`config.mk`:
```
export PLATFORM = sky130hd
export DESIGN_NAME = slr_expression_parser_core
export DESIGN_NICKNAME = d
export VERILOG_FILES = /design/src/rtl/slrep_pkg.sv /design/src/rtl/slr_expression_parser_core.sv /design/src/rtl/slrep_ram.sv /design/src/rtl/slrep_ctrl.sv
export SDC_FILE = /design/constraint.sdc
export NUM_CORES = 1
export LEC_CHECK = 0
export ABC_CLOCK_PERIOD_IN_PS = 11100
export BUFFER_PORTS_ARGS = -buffer_cell sky130_fd_sc_hd__buf_2
export CORE_MARGIN = 1.5
export CORE_UTILIZATION = 24
export CTS_BUF_LIST = sky130_fd_sc_hd__clkbuf_8
export CTS_CLUSTER_SIZE = 28
export DETAILED_ROUTE_END_ITERATION = 8
export GPL_TIMING_DRIVEN = 0
export SETUP_SLACK_MARGIN = 0.2
export SLEW_MARGIN = 30
export SYNTH_ARGS = -nofsm -noshare
export SYNTH_HDL_FRONTEND = slang
export SYNTH_SLANG_ARGS = --single-unit
```
`constraint.sdc`:
```
create_clock -name clk -period 11.1 [get_ports clk]
set_clock_uncertainty 0.1 [all_clocks]
set_input_delay 1.11 -clock clk [delete_from_list [all_inputs] [get_ports clk]]
set_output_delay 1.11 -clock clk [all_outputs]
set_load 0.005 [all_outputs]
```
`src/rtl/slrep_pkg.sv`:
```
// ----------------------------------------------------------------------------
// slrep_pkg
// Types, codes and the fixed SLR action/goto tables of the expression parser.
// ----------------------------------------------------------------------------
package slrep_pkg;

	localparam int NUM_STATES = 12;
	localparam int NUM_COLS   = 6;
	localparam int NUM_LHS    = 3;

	// characters
	localparam logic [7:0] CH_ID    = 8'h69;
	localparam logic [7:0] CH_PLUS  = 8'h2B;
	localparam logic [7:0] CH_STAR  = 8'h2A;
	localparam logic [7:0] CH_LPAR  = 8'h28;
	localparam logic [7:0] CH_RPAR  = 8'h29;
	localparam logic [7:0] CH_END   = 8'h24;
	localparam logic [7:0] CH_SKIP  = 8'h64;

	// table columns
	localparam logic [2:0] COL_ID   = 3'd0;
	localparam logic [2:0] COL_PLUS = 3'd1;
	localparam logic [2:0] COL_STAR = 3'd2;
	localparam logic [2:0] COL_LPAR = 3'd3;
	localparam logic [2:0] COL_RPAR = 3'd4;
	localparam logic [2:0] COL_END  = 3'd5;

	// action kinds
	localparam logic [3:0] ACT_NONE   = 4'h0;
	localparam logic [3:0] ACT_SHIFT  = 4'h1;
	localparam logic [3:0] ACT_REDUCE = 4'h2;
	localparam logic [3:0] ACT_ACCEPT = 4'h3;

	// status codes
	localparam logic [2:0] ST_PENDING  = 3'd0;
	localparam logic [2:0] ST_ACCEPT   = 3'd1;
	localparam logic [2:0] ST_BADSYM   = 3'd2;
	localparam logic [2:0] ST_NOACT    = 3'd3;
	localparam logic [2:0] ST_BADGOTO  = 3'd4;
	localparam logic [2:0] ST_OVERFLOW = 3'd5;

	typedef logic [3:0] pstate_t;

	typedef struct packed {
		logic [2:0] status;
		pstate_t    fault;
	} res_t;

	typedef struct packed {
		logic       known;
		logic [2:0] col;
	} sym_dec_t;

	localparam logic [7:0] ACT_TAB [NUM_STATES][NUM_COLS] = '{
		'{8'h15, 8'h00, 8'h00, 8'h14, 8'h00, 8'h00},
		'{8'h00, 8'h16, 8'h00, 8'h00, 8'h00, 8'h30},
		'{8'h00, 8'h22, 8'h17, 8'h00, 8'h22, 8'h22},
		'{8'h00, 8'h24, 8'h24, 8'h00, 8'h24, 8'h24},
		'{8'h15, 8'h00, 8'h00, 8'h14, 8'h00, 8'h00},
		'{8'h00, 8'h26, 8'h26, 8'h00, 8'h26, 8'h26},
		'{8'h15, 8'h00, 8'h00, 8'h14, 8'h00, 8'h00},
		'{8'h15, 8'h00, 8'h00, 8'h14, 8'h00, 8'h00},
		'{8'h00, 8'h16, 8'h00, 8'h00, 8'h1B, 8'h00},
		'{8'h00, 8'h21, 8'h17, 8'h00, 8'h21, 8'h21},
		'{8'h00, 8'h23, 8'h23, 8'h00, 8'h23, 8'h23},
		'{8'h00, 8'h25, 8'h25, 8'h00, 8'h25, 8'h25}
	};

	localparam pstate_t GOTO_TAB [NUM_STATES][NUM_LHS] = '{
		'{4'd1, 4'd2, 4'd3}, '{4'd0, 4'd0, 4'd0}, '{4'd0, 4'd0, 4'd0},
		'{4'd0, 4'd0, 4'd0}, '{4'd8, 4'd2, 4'd3}, '{4'd0, 4'd0, 4'd0},
		'{4'd0, 4'd9, 4'd3}, '{4'd0, 4'd0, 4'd10}, '{4'd0, 4'd0, 4'd0},
		'{4'd0, 4'd0, 4'd0}, '{4'd0, 4'd0, 4'd0}, '{4'd0, 4'd0, 4'd0}
	};

	// rule number taken mod 8 (its low three bits); slot 7 repeats slot 0
	localparam logic [1:0] RULE_LEN [8] = '{2'd1, 2'd3, 2'd1, 2'd3, 2'd1, 2'd3, 2'd1, 2'd1};
	localparam logic [1:0] RULE_LHS [8] = '{2'd0, 2'd0, 2'd0, 2'd1, 2'd1, 2'd2, 2'd2, 2'd0};

	function automatic sym_dec_t decode_sym(input logic [7:0] sym);
		sym_dec_t d;
		d.known = 1'b1;
		case (sym)
			CH_ID:   d.col = COL_ID;
			CH_PLUS: d.col = COL_PLUS;
			CH_STAR: d.col = COL_STAR;
			CH_LPAR: d.col = COL_LPAR;
			CH_RPAR: d.col = COL_RPAR;
			CH_END:  d.col = COL_END;
			default: begin
				d.known = 1'b0;
				d.col   = COL_ID;
			end
		endcase
		return d;
	endfunction

	function automatic logic [7:0] act_lookup(input pstate_t st, input logic [2:0] col);
		logic [7:0] a;
		a = 8'h00;
		if (st < pstate_t'(NUM_STATES) && col < 3'(NUM_COLS))
			a = ACT_TAB[st][col];
		return a;
	endfunction

	function automatic pstate_t goto_lookup(input pstate_t st, input logic [1:0] lhs);
		pstate_t g;
		g = 4'd0;
		if (st < pstate_t'(NUM_STATES) && lhs < 2'(NUM_LHS))
			g = GOTO_TAB[st][lhs];
		return g;
	endfunction

endpackage

```
`src/rtl/slr_expression_parser_core.sv`:
```
// ----------------------------------------------------------------------------
// slr_expression_parser_core
// Steps: an ignored or unknown character goes from idle straight to emit; a
// table shift or verdict passes the action state first, plus a stack RAM
// read, then a goto push, per reduce; the output register follows emit.
// A new character is taken only back in idle, after the result is taken;
// the single stack RAM read port sets the pace of the reduce steps.
// Reset: asynchronous; stack empties to state 0, no RAM clearing pass.
// ----------------------------------------------------------------------------
module slr_expression_parser_core #(
	parameter int STACK_DEPTH = 64
) (
	input  logic       clk,
	input  logic       arst_n,
	input  logic       in_valid,
	output logic       in_stall,
	input  logic [7:0] symbol,
	output logic       out_valid,
	input  logic       out_stall,
	output logic [2:0] status,
	output logic [3:0] fault_state
);

	localparam int AW = $clog2(STACK_DEPTH);

	logic               res_valid;
	logic               res_take;
	slrep_pkg::res_t    res;
	logic               ram_we;
	logic [AW-1:0]      ram_waddr;
	slrep_pkg::pstate_t ram_wdata;
	logic [AW-1:0]      ram_raddr;
	slrep_pkg::pstate_t ram_rdata;

	logic               out_valid_q;
	slrep_pkg::res_t    out_q;

	slrep_ctrl #(
		.STACK_DEPTH(STACK_DEPTH)
	) u_ctrl (
		.clk       (clk),
		.arst_n    (arst_n),
		.in_valid  (in_valid),
		.in_stall  (in_stall),
		.symbol    (symbol),
		.res_valid (res_valid),
		.res_take  (res_take),
		.res       (res),
		.ram_we    (ram_we),
		.ram_waddr (ram_waddr),
		.ram_wdata (ram_wdata),
		.ram_raddr (ram_raddr),
		.ram_rdata (ram_rdata)
	);

	slrep_ram #(
		.WIDTH(4),
		.DEPTH(STACK_DEPTH)
	) u_stack (
		.clk   (clk),
		.we    (ram_we),
		.waddr (ram_waddr),
		.wdata (ram_wdata),
		.raddr (ram_raddr),
		.rdata (ram_rdata)
	);

	// output register
	assign res_take = res_valid && (!out_valid_q || !out_stall);

	always_ff @(posedge clk or negedge arst_n) begin
		if (!arst_n) begin
			out_valid_q <= 1'b0;
		end else if (res_take) begin
			out_valid_q <= 1'b1;
		end else if (!out_stall) begin
			out_valid_q <= 1'b0;
		end
	end

	always_ff @(posedge clk) begin
		if (res_take)
			out_q <= res;
	end

	assign out_valid   = out_valid_q;
	assign status      = out_q.status;
	assign fault_state = out_q.fault;

endmodule

```
`src/rtl/slrep_ram.sv`:
```
// ----------------------------------------------------------------------------
// slrep_ram
// Generic single-write, single-read RAM with registered read data.
// ----------------------------------------------------------------------------
module slrep_ram #(
	parameter int WIDTH = 4,
	parameter int DEPTH = 64
) (
	input  logic                                     clk,
	input  logic                                     we,
	input  logic [((DEPTH > 1) ? $clog2(DEPTH) : 1)-1:0] waddr,
	input  logic [WIDTH-1:0]                         wdata,
	input  logic [((DEPTH > 1) ? $clog2(DEPTH) : 1)-1:0] raddr,
	output logic [WIDTH-1:0]                         rdata
);

	logic [WIDTH-1:0] mem [DEPTH];

	always_ff @(posedge clk) begin
		if (we)
			mem[waddr] <= wdata;
		rdata <= mem[raddr];
	end

endmodule

```
`src/rtl/slrep_ctrl.sv`:
```
// ----------------------------------------------------------------------------
// slrep_ctrl
// Parser sequencer: decodes a character, walks the reduce chain one stack
// step at a time through the stack RAM, then shifts or gives a verdict.
// ----------------------------------------------------------------------------
module slrep_ctrl #(
	parameter int STACK_DEPTH = 64,
	localparam int AW = $clog2(STACK_DEPTH)
) (
	input  logic              clk,
	input  logic              arst_n,
	input  logic              in_valid,
	output logic              in_stall,
	input  logic [7:0]        symbol,
	output logic              res_valid,
	input  logic              res_take,
	output slrep_pkg::res_t   res,
	output logic              ram_we,
	output logic [AW-1:0]     ram_waddr,
	output slrep_pkg::pstate_t ram_wdata,
	output logic [AW-1:0]     ram_raddr,
	input  slrep_pkg::pstate_t ram_rdata
);

	localparam logic [1:0] S_IDLE = 2'd0;
	localparam logic [1:0] S_ACT  = 2'd1;
	localparam logic [1:0] S_READ = 2'd2;
	localparam logic [1:0] S_EMIT = 2'd3;

	localparam logic [AW-1:0] SP_FULL = AW'(STACK_DEPTH - 1);

	logic [1:0]         state_q, state_d;
	logic [AW-1:0]      sp_q, sp_d;
	slrep_pkg::pstate_t top_q, top_d;
	logic [2:0]         col_q;
	logic               end_q;
	logic [2:0]         rule_q;
	logic               drop_q, drop_d;
	logic               wait_q, wait_d;
	slrep_pkg::res_t    res_q;

	slrep_pkg::sym_dec_t dec;
	logic [7:0]          act;
	logic [3:0]          act_kind;
	logic [3:0]          act_num;
	logic [1:0]          rlen;
	logic [AW-1:0]       rlen_w;
	slrep_pkg::pstate_t  base;
	slrep_pkg::pstate_t  nxt;
	logic                fin;
	slrep_pkg::res_t     fin_res;
	logic                fin_end;
	logic                load_in;
	logic                load_rule;

	assign in_stall  = (state_q != S_IDLE);
	assign res_valid = (state_q == S_EMIT);
	assign res       = res_q;

	assign dec      = slrep_pkg::decode_sym(symbol);
	assign act      = slrep_pkg::act_lookup(top_q, col_q);
	assign act_kind = act[7:4];
	assign act_num  = act[3:0];
	assign rlen     = slrep_pkg::RULE_LEN[act_num[2:0]];
	assign rlen_w   = AW'(rlen);
	assign base     = (sp_q == '0) ? 4'd0 : ram_rdata;
	assign nxt      = slrep_pkg::goto_lookup(base, slrep_pkg::RULE_LHS[rule_q]);

	always_comb begin
		state_d   = state_q;
		sp_d      = sp_q;
		top_d     = top_q;
		drop_d    = drop_q;
		wait_d    = wait_q;
		fin       = 1'b0;
		fin_res   = '{status: slrep_pkg::ST_PENDING, fault: 4'd0};
		fin_end   = 1'b0;
		load_in   = 1'b0;
		load_rule = 1'b0;
		ram_we    = 1'b0;
		ram_waddr = AW'(sp_q + 1'b1);
		ram_wdata = act_num;
		ram_raddr = AW'(sp_q - rlen_w);
		case (state_q)
			S_IDLE: begin
				if (in_valid) begin
					if (wait_q) begin
						fin = 1'b1;
						if (symbol == slrep_pkg::CH_END) begin
							sp_d   = '0;
							top_d  = 4'd0;
							drop_d = 1'b0;
							wait_d = 1'b0;
						end
					end else if (drop_q) begin
						fin    = 1'b1;
						drop_d = 1'b0;
					end else if (symbol == slrep_pkg::CH_SKIP) begin
						fin = 1'b1;
					end else if (!dec.known) begin
						fin     = 1'b1;
						fin_res = '{status: slrep_pkg::ST_BADSYM, fault: top_q};
					end else begin
						load_in = 1'b1;
						state_d = S_ACT;
					end
				end
			end
			S_ACT: begin
				fin_end = end_q;
				case (act_kind)
					slrep_pkg::ACT_ACCEPT: begin
						fin     = 1'b1;
						fin_end = 1'b1;
						fin_res = '{status: slrep_pkg::ST_ACCEPT, fault: 4'd0};
					end
					slrep_pkg::ACT_SHIFT: begin
						fin = 1'b1;
						if (sp_q == SP_FULL) begin
							fin_res = '{status: slrep_pkg::ST_OVERFLOW, fault: top_q};
						end else begin
							ram_we = 1'b1;
							sp_d   = AW'(sp_q + 1'b1);
							top_d  = act_num;
							if (col_q == slrep_pkg::COL_ID)
								drop_d = 1'b1;
						end
					end
					slrep_pkg::ACT_REDUCE: begin
						if (sp_q < rlen_w) begin
							fin     = 1'b1;
							fin_res = '{status: slrep_pkg::ST_BADGOTO, fault: top_q};
						end else begin
							sp_d      = AW'(sp_q - rlen_w);
							load_rule = 1'b1;
							state_d   = S_READ;
						end
					end
					default: begin
						fin     = 1'b1;
						fin_res = '{status: slrep_pkg::ST_NOACT, fault: top_q};
					end
				endcase
			end
			S_READ: begin
				fin_end   = end_q;
				ram_wdata = nxt;
				if (nxt == 4'd0) begin
					fin     = 1'b1;
					fin_res = '{status: slrep_pkg::ST_BADGOTO, fault: base};
				end else begin
					ram_we  = 1'b1;
					sp_d    = AW'(sp_q + 1'b1);
					top_d   = nxt;
					state_d = S_ACT;
				end
			end
			S_EMIT: begin
				if (res_take)
					state_d = S_IDLE;
			end
			default: state_d = S_IDLE;
		endcase
		if (fin) begin
			state_d = S_EMIT;
			if (fin_res.status != slrep_pkg::ST_PENDING) begin
				if (fin_end) begin
					sp_d   = '0;
					top_d  = 4'd0;
					drop_d = 1'b0;
					wait_d = 1'b0;
				end else begin
					wait_d = 1'b1;
				end
			end
		end
	end

	always_ff @(posedge clk or negedge arst_n) begin
		if (!arst_n) begin
			state_q <= S_IDLE;
			sp_q    <= '0;
			top_q   <= 4'd0;
			drop_q  <= 1'b0;
			wait_q  <= 1'b0;
		end else begin
			state_q <= state_d;
			sp_q    <= sp_d;
			top_q   <= top_d;
			drop_q  <= drop_d;
			wait_q  <= wait_d;
		end
	end

	always_ff @(posedge clk) begin
		if (load_in) begin
			col_q <= dec.col;
			end_q <= (symbol == slrep_pkg::CH_END);
		end
		if (load_rule)
			rule_q <= act_num[2:0];
		if (fin)
			res_q <= fin_res;
	end

endmodule
```
==> impl_metrics.toml, run 1 <==
[outcome]
status = "finished, final reports clean"

[yosys]
synth.area.top_cells = "edfxtp_1 (63%), mux4_2 (12%), dfrtp_1 (2.8%)"
netlist_area_um2 = 13300
synth_cells = 870
yosys.cell_types.count = 67
synth_most_common_cell = "edfxtp_1"
async_flop_share = 0.0507
synth_seq_cells = 296
synth_edf_count = 277
ys.flop_type = "edfxtp_1"
yosysTopAreaCell = "edfxtp_1"
syn_area_per_cell_um2 = 15.3
ys_seq_area_frac = 0.661
syn_nets = 901
yosys-top-cells-count = "edfxtp_1 (277), nor2_1 (100), mux4_2 (68)"
synth_top_area_frac = 0.626
yosysWarnings = 0

[critical_path]
path_max_fanout = 10
cp_data_arrival_time_ps = 6520
start_kind = "flip-flop"
critPathCaptureType = "flip-flop"
critPathKind = "reg2reg"
worstPathRequired_ps = 11400

[cts]
clk_pin_slew_ps = 60
root_buffer = "clkbuf_8"
cts-resized-gates = 0
cts_tree = "built"
cts_setup_buffers = 0
numCtsBuffers = 48
htreeDepth = 2
clkLatencyLatePin_ps = 570
cts.sink_count = 296
holdBufCountCts = 0
clock_tree.buffer_depth = 3

[sta]
period_share = 0.560
layout_min_cycle_time_ps = 6220
finalSetupTns_ps = 0
fmax_mhz = 161
worst_pin_slew_ps = 1030
drv_slew = 0
setup_violations = 0
finalHoldViolations = 0
rsz0062_at_grt = "false"
finalWorstSetupSlack_ps = 4880
max_slew_margin = 0.312

[global_routing]
grt_antenna_before_repair = 1
grt_usage = 0.109
grt_pass1_vias = 8190
grt_overflow = 0
grt_max_degree = 65
grt_pass1_wl_um = 48000

[route]
final_antenna_net_count = 0
drtIter0Drc = 704
viasPerCell = 4.81
wirelength_um = 31200
first_pass_iters = 5
drc = 0
num_vias = 8146
wl_per_cell_um = 18.4

[floorplanning]
fp.dieArea_um2 = 56700
start_util = 0.242
core_um2 = 54900
die_width_um = 238
die_y_um = 238
pin_count = 21
rows = 86

[place]
numPlacedInstances = 1606
dp_slack_ps = 4890
dp_hpwl_um = 21200
io_buffer_count = 20
gp_congestion = 0.901

[hold_path]
hold_path.class = "reg2reg"

[cells_and_area]
syn2layout_area_growth_pct = 15.5
layout-drive-gt1-share = 0.203
final_cells = 1695
utilization = 0.279
final_nets = 983

[power]
powerDensity_nw_per_um2 = 246
p_leak_nw = 4.91
ir_drop_mv = 0.108

[run]
maxCapViolations = 0
-- registers in the layout, indices dropped and copies added, names as in the netlist, 2 cells and up --
register	count
u_stack.mem	256
u_ctrl.res	7
u_ctrl.sp_q	6
fault_state	4
u_ctrl.top_q	4
u_stack.rdata	4
status	3
u_ctrl.col_q	3
u_ctrl.rule_q	3
u_ctrl.state_q	2
-- layout make-up --
cell class / instances / area (um^2)
clock buffer: 49 / 674
buffer: 42 / 190
antenna: 1 / 2.50
clock inverter: 39 / 277
multi-input combinational: 514 / 4280
sequential: 296 / 8770
fill: 5544 / 39500
tap: 704 / 881
inverter: 18 / 67.6
timing repair buffer: 32 / 185
-- cells by family (layout without fill, tap and decap cells) --
group | count (synthesis) | after routing | share of synthesized area
DFF | 296 | 296 | 0.661
and+or+nand+nor | 237 | 237 | 0.0838
AOI/OAI and AO/OA | 162 | 162 | 0.0822
muxes | 85 | 85 | 0.128
buffers and inverters | 60 | 180 | 0.0194
adders and majority gates | 19 | 19 | 0.0185
xor gates and xnor gates | 11 | 11 | 0.00726
other | 0 | 1 | 0
-- metrics by stage --
step	total power, mW	instance area [um^2]	hold WS, ps
after global placement	2.82	14300	306
final	3.78	15300	317
after global routing	3.95	15300	320
after floorplan	2.38	13300	300
after CTS	3.79	15300	320
after detailed placement	2.85	14400	306
-- worst paths after layout --
| kind | startpoint | end | slack (ps) | depth (start not counted) |
|---|---|---|---|---|
| max reg2reg | u_ctrl.top_q[1] | u_stack.rdata[3] | 4880 | 17 |
| max | u_ctrl.top_q[1] | u_stack.rdata[3] | 4880 | 17 |
| min reg2reg | u_ctrl.res[6] | status[2] | 320 | 0 |
| max in group asynchronous | arst_n | out_valid | 10230 | 1 |
| min | u_ctrl.res[6] | status[2] | 320 | 0 |
| min in group asynchronous | arst_n | u_ctrl.sp_q[0] | 370 | 1 |
-- power breakdown --
group	internal [mW]	total [mW]	leakage, nW	switching [mW]
Combinational	0.534	1.43	1.68	0.900
Clock	0.508	0.939	0.537	0.431
Sequential	1.36	1.41	2.69	0.0453
-- critical path, stage by stage (launching register included) --
cell and delay (ps):
dfrtp_1 510, inv_1 280, ha_1 280, nand2_1 170, o211ai_1 140, a311oi_1 160, a21o_1 190, a221oi_1 850
nand2_1 170, and2_1 220, fa_1 500, clkbuf_1 490, clkbuf_1 580, mux4_2 430, a211oi_1 380, a311oi_1 120
a211oi_1 350, a21oi_1 100
-- routing by layer --
metal	global-route usage	vias up	wire (um)
met5	0	-	0
met4	0.0433	0	1010
met3	0.0162	77	1460
met2	0.190	276	15400
met1	0.136	4170	13300
li1	-	3623	-
-- cell usage in the layout, fill, tap and decap left out, types with 22 or more instances in the layout --
cell type	count
a21oi_1	47
clkbuf_1	23
inv_1	28
edfxtp_1	277
clkbuf_8	49
mux4_2	68
o21ai_0	22
nand2_1	47
buf_2	42
nand3_1	23
nor2_1	100
No activity file was read; power rests on OpenSTA's default activity.
==> run 2: changes to the inputs <==
ABC_CLOCK_PERIOD_IN_PS = 6300   (was 11100)
clock period = 6.3 ns   (was 11.1 ns; I/O delays follow)
==> run 2 against run 1 <==
Sequential share of layout area down 0.065 points. Register-to-register slack worse by 4300 ps. Clock power rose by 76%. Non-clock buffer count rose by 1. Fmax up 9.1%. Largest power group unchanged. Highest routed layer unchanged.
==> impl_metrics.toml, run 2 (synthesis results as in run 1) <==
[outcome]
status = "finished, final reports clean"

[global_routing]
grt_usage = 0.109
grt_antenna_before_repair = 1
grt_pass1_wl_um = 48100
grt_pass1_vias = 8193
grt_overflow = 0
grt_max_degree = 65

[sta]
worst_pin_slew_ps = 847
period_share = 0.905
fmax_mhz = 175
rsz0062_at_grt = "false"
finalHoldViolations = 0
layout_min_cycle_time_ps = 5700
finalWorstSetupSlack_ps = 598
max_slew_margin = 0.434
drv_slew = 0
setup_violations = 0
finalSetupTns_ps = 0

[power]
p_leak_nw = 4.92
powerDensity_nw_per_um2 = 434
ir_drop_mv = 0.190

[route]
wl_per_cell_um = 18.4
first_pass_iters = 5
wirelength_um = 31100
drc = 0
num_vias = 8090
final_antenna_net_count = 0
viasPerCell = 4.77
drtIter0Drc = 700

[place]
gp_congestion = 0.901
dp_slack_ps = 92.6
dp_hpwl_um = 21200
io_buffer_count = 20
numPlacedInstances = 1606

[critical_path]
critPathCaptureType = "flip-flop"
start_kind = "flip-flop"
path_max_fanout = 10
startpoint = "u_ctrl.top_q[1]"
crit_path_max_incr_delay_ps = 600
cp_data_arrival_time_ps = 6080
worstReg2RegStart = "u_ctrl.top_q[1]"
crit_chain = "inv_1 > ha_1 > nand2_1 > o211ai_1 > a311oi_1 > a21o_1 > a221oi_2 > nand2_1 > and2_1 > fa_1 > clkbuf_1 > clkbuf_1 > mux4_2 > mux2i_1 > mux4_2 > a21oi_1"
crit_slowest_cell = "clkbuf_1"
critPathKind = "reg2reg"
worstPathRequired_ps = 6670

[cts]
numCtsBuffers = 48
clkLatencyLatePin_ps = 570
htreeDepth = 2
cts_setup_buffers = 0
cts_tree = "built"
root_buffer = "clkbuf_8"
clk_pin_slew_ps = 60
cts.sink_count = 296
clock_tree.buffer_depth = 3

[floorplanning]
start_util = 0.242
die_width_um = 238
die_y_um = 238
rows = 86
pin_count = 21
fp.dieArea_um2 = 56700
core_um2 = 54900

[hold_path]
hold_path.class = "in2reg"
hp-start = "out_stall"

[cells_and_area]
regMostFlops = "u_stack.mem"
largest_reg_flops = 256
final_cell_mix = "edfxtp_1 (277), nor2_1 (100), mux4_2 (68)"
final_nets = 984
syn2layout_area_growth_pct = 15.6
final_cells = 1696
n_fill_cell = 5543
layout-drive-gt1-share = 0.205
layout_commonest_cell = "edfxtp_1"
utilization = 0.280

[run]
maxCapViolations = 0
## run 2: where the power goes
group / internal (mW) / leakage (nW) / switching (mW)
Sequential: 2.40 / 2.69 / 0.0802
Clock: 0.895 / 0.537 / 0.757
Combinational: 0.942 / 1.69 / 1.59
## run 2: metrics by stage
| stage | power [mW] | area, um^2 | hold slack, ps |
|---|---|---|---|
| floorplan | 4.20 | 13300 | 234 |
| global placement | 4.98 | 14300 | 306 |
| finish | 6.66 | 15400 | 277 |
| detailed placement | 5.02 | 14400 | 306 |
| global route | 6.97 | 15400 | 290 |
| CTS | 6.68 | 15300 | 261 |
## run 2: routing by layer
metal | global-route usage | wire [um]
met5 | 0 | 0
met4 | 0.0433 | 898
met3 | 0.0162 | 1630
met2 | 0.190 | 15600
met1 | 0.136 | 13000
## run 2: path summary, 6_finish.rpt
kind | cells after the start | slack, ps | endpoint
max | 16 | 600 | u_stack.rdata[1]
min | 3 | 280 | out_valid
max reg2reg | 16 | 600 | u_stack.rdata[1]
min reg2reg | 0 | 320 | status[2]
max in group asynchronous | 2 | 5350 | out_valid
min in group asynchronous | 2 | 450 | u_ctrl.sp_q[0]
## run 2: critical path, delay by kind of cell, from the launching register on
family | cells | cell delay (ps)
flops | 1 | 520
compound gates | 5 | 1300
fa+ha+maj | 2 | 780
buf+inv | 3 | 1380
simple gates | 3 | 540
mux | 3 | 990
## run 2: what timing repair did
item                                    4_1_cts  5_1_grt
gates resized for setup                       1        2
endpoints found under the setup margin        4        3
hold buffers                                  1        0
cloned                                        0        0
endpoints found under the hold margin        15        0
## run 2: cell type report
class,count,area [um^2],area share
clock inverter,39,277,0.0180
multi-input combinational,514,4290,0.279
clock buffer,49,674,0.0439
timing repair buffer,33,195,0.0127
antenna,1,2.50,0.000163
buffer,42,191,0.0125
sequential,296,8770,0.571
inverter,18,67.6,0.00440
tap,704,881,0.0574
==> run 3: changes to the inputs <==
CELL_PAD_IN_SITES_DETAIL_PLACEMENT = 0   (was default)
CELL_PAD_IN_SITES_GLOBAL_PLACEMENT = 1   (was default)
CORE_UTILIZATION = 50   (was 24)
PLACE_DENSITY_LB_ADDON = 0.1   (was default)
==> run 3 against run 2 <==
Sequential cell count unchanged. Highest routed layer unchanged. Clock power fell by 8%. Utilization rose by 29 points. Die area shrank 51%. Final cell count fell by 22%. Fmax down 0.35%. Largest cell class unchanged. Critical endpoint is now u_stack.rdata[3].
==> impl_metrics.toml, run 3 (synthesis results as in run 1) <==
[outcome]
status = "finished, final reports clean"

[sta]
finalHoldViolations = 0
rsz0062_at_grt = "true"
fmax_mhz = 175
period_share = 0.908
worst_pin_slew_ps = 912
drv_slew = 0
layout_min_cycle_time_ps = 5720
setup_violations = 0
max_slew_margin = 0.390
finalWorstSetupSlack_ps = 578

[floorplanning]
die_y_um = 166
die_width_um = 166
start_util = 0.510
fp.dieArea_um2 = 27500
rows = 59
pin_count = 21
core_um2 = 26100

[critical_path]
worstReg2RegStart = "u_ctrl.top_q[1]"
critPathKind = "reg2reg"
crit_buf_inv = 3
crit_chain = "inv_1 > ha_1 > nand2_1 > o211ai_1 > a311oi_1 > a21o_1 > a221oi_2 > nand2_1 > and2_1 > fa_1 > clkbuf_2 > clkbuf_1 > mux4_2 > a211oi_1 > a311oi_1 > a211oi_1 > a21oi_1"
startpoint = "u_ctrl.top_q[1]"
critPathCaptureType = "flip-flop"
crit_path_max_incr_delay_ps = 550
start_kind = "flip-flop"
crit_slowest_cell = "a221oi_2"
worstPathRequired_ps = 6610
path_max_fanout = 10
crit_family = "compound AO/OA/AOI/OAI gates"
cp_data_arrival_time_ps = 6030

[power]
p_sw_mw = 2.43
switching_share = 0.372
p_leak_nw = 4.89
combPwrFrac = 0.390
p_clk_frac = 0.231
power_mw = 6.55
p_int_mw = 4.11
powerDensity_nw_per_um2 = 442
ir_drop_mv = 0.229
seqPwrFrac = 0.379

[cells_and_area]
largest_reg_flops = 256
final_cell_mix = "edfxtp_1 (277), nor2_1 (100), mux4_2 (68)"
antennaDiodeCount = 0
final_nets = 986
layout_commonest_cell = "edfxtp_1"
syn2layout_area_growth_pct = 11.6
regMostFlops = "u_stack.mem"
layout-drive-gt1-share = 0.204
n_fill_cell = 2043

[hold_path]
hold_path.class = "in2reg"
hp-start = "out_stall"

[cts]
clock_tree.buffer_depth = 3
numCtsBuffers = 49
root_buffer = "clkbuf_8"
cts.sink_count = 296
clkLatencyLatePin_ps = 570
clk_pin_slew_ps = 60
htreeDepth = 2
cts_tree = "built"

[route]
first_pass_iters = 5
drc = 0
wirelength_um = 32000
viasPerCell = 6.14
final_antenna_net_count = 0
wl_per_cell_um = 24.2
drtIter0Drc = 1020
num_vias = 8135

[place]
dp_hpwl_um = 22100
io_buffer_count = 20
dp_slack_ps = 64.4
gp_congestion = 0.866

[global_routing]
grt_pass1_wl_um = 49300
grt_max_degree = 65
grt_usage = 0.236
grt_overflow = 0
grt_antenna_before_repair = 0
grt_pass1_vias = 8327

[run]
maxCapViolations = 0
## run 3: worst register-to-register path, cell delays in order, from the launching register on
cell,delay [ps]
dfrtp_1,490
inv_1,230
ha_1,270
nand2_1,180
o211ai_1,150
a311oi_1,160
a21o_1,210
a221oi_2,550
nand2_1,160
and2_1,210
fa_1,510
clkbuf_2,340
clkbuf_1,530
mux4_2,420
a211oi_1,350
a311oi_1,140
a211oi_1,450
a21oi_1,120
## run 3: timing repair
| action | CTS | global route |
|---|---|---|
| endpoints found under the hold margin | 15 | 0 |
| setup endpoints to repair | 4 | 4 |
| resized for setup | 1 | 5 |
| buffers inserted | 0 | 0 |
| hold buffers | 1 | 0 |
| cloned | 0 | 0 |
## run 3: area by class of cell
cell class,instances,area [um^2],share of cell area
Clock inverter,36,193,0.0130
Clock buffer,49,674,0.0455
Tap cell,335,419,0.0283
Sequential cell,296,8770,0.592
Buffer,42,193,0.0130
Timing Repair Buffer,34,211,0.0143
Inverter,18,67.6,0.00456
Multi-Input combinational cell,514,4290,0.290
## run 3: per-stage QoR
| step | TNS (ps) | hold WS [ps] | cell area [um^2] | instances | utilization |
|---|---|---|---|---|---|
| floorplan | 0 | 234 | 13300 | 870 | - |
| global placement | -434890 | 305 | 13800 | 1225 | 0.530 |
| detailed placement | 0 | 305 | 13900 | 1238 | 0.535 |
| CTS | 0 | 221 | 14800 | 1324 | 0.568 |
| global route | 0 | 246 | 14800 | 1324 | 0.569 |
| finish | 0 | 242 | 14800 | 1324 | 0.569 |
## run 3: final timing paths
check	to	slack, ps	cells past startpoint
max in group asynchronous	u_ctrl.sp_q[4]	5390	2
min in group asynchronous	u_ctrl.top_q[2]	410	2
worst min register to register	status[1]	320	0
worst max-delay path	u_stack.rdata[3]	580	17
worst max register to register	u_stack.rdata[3]	580	17
worst min-delay path	out_valid	240	3
## run 3: metal layers
metal | global-route usage | up-vias | share of wire
li1 | - | 3622 | -
met1 | 0.331 | 4094 | 0.42
met2 | 0.376 | 344 | 0.48
met3 | 0.0431 | 75 | 0.070
met4 | 0.0834 | 0 | 0.033
met5 | 0 | - | 0
## run 3: power by group through the flow
stage	Sequential (mW)	Clock, mW	Combinational (mW)
detailed placement	2.52	0	2.56
CTS	2.48	1.54	2.57
global placement	2.54	0	2.49
global route	2.49	1.63	2.76
finish	2.48	1.51	2.55
floorplan	2.50	0	1.70
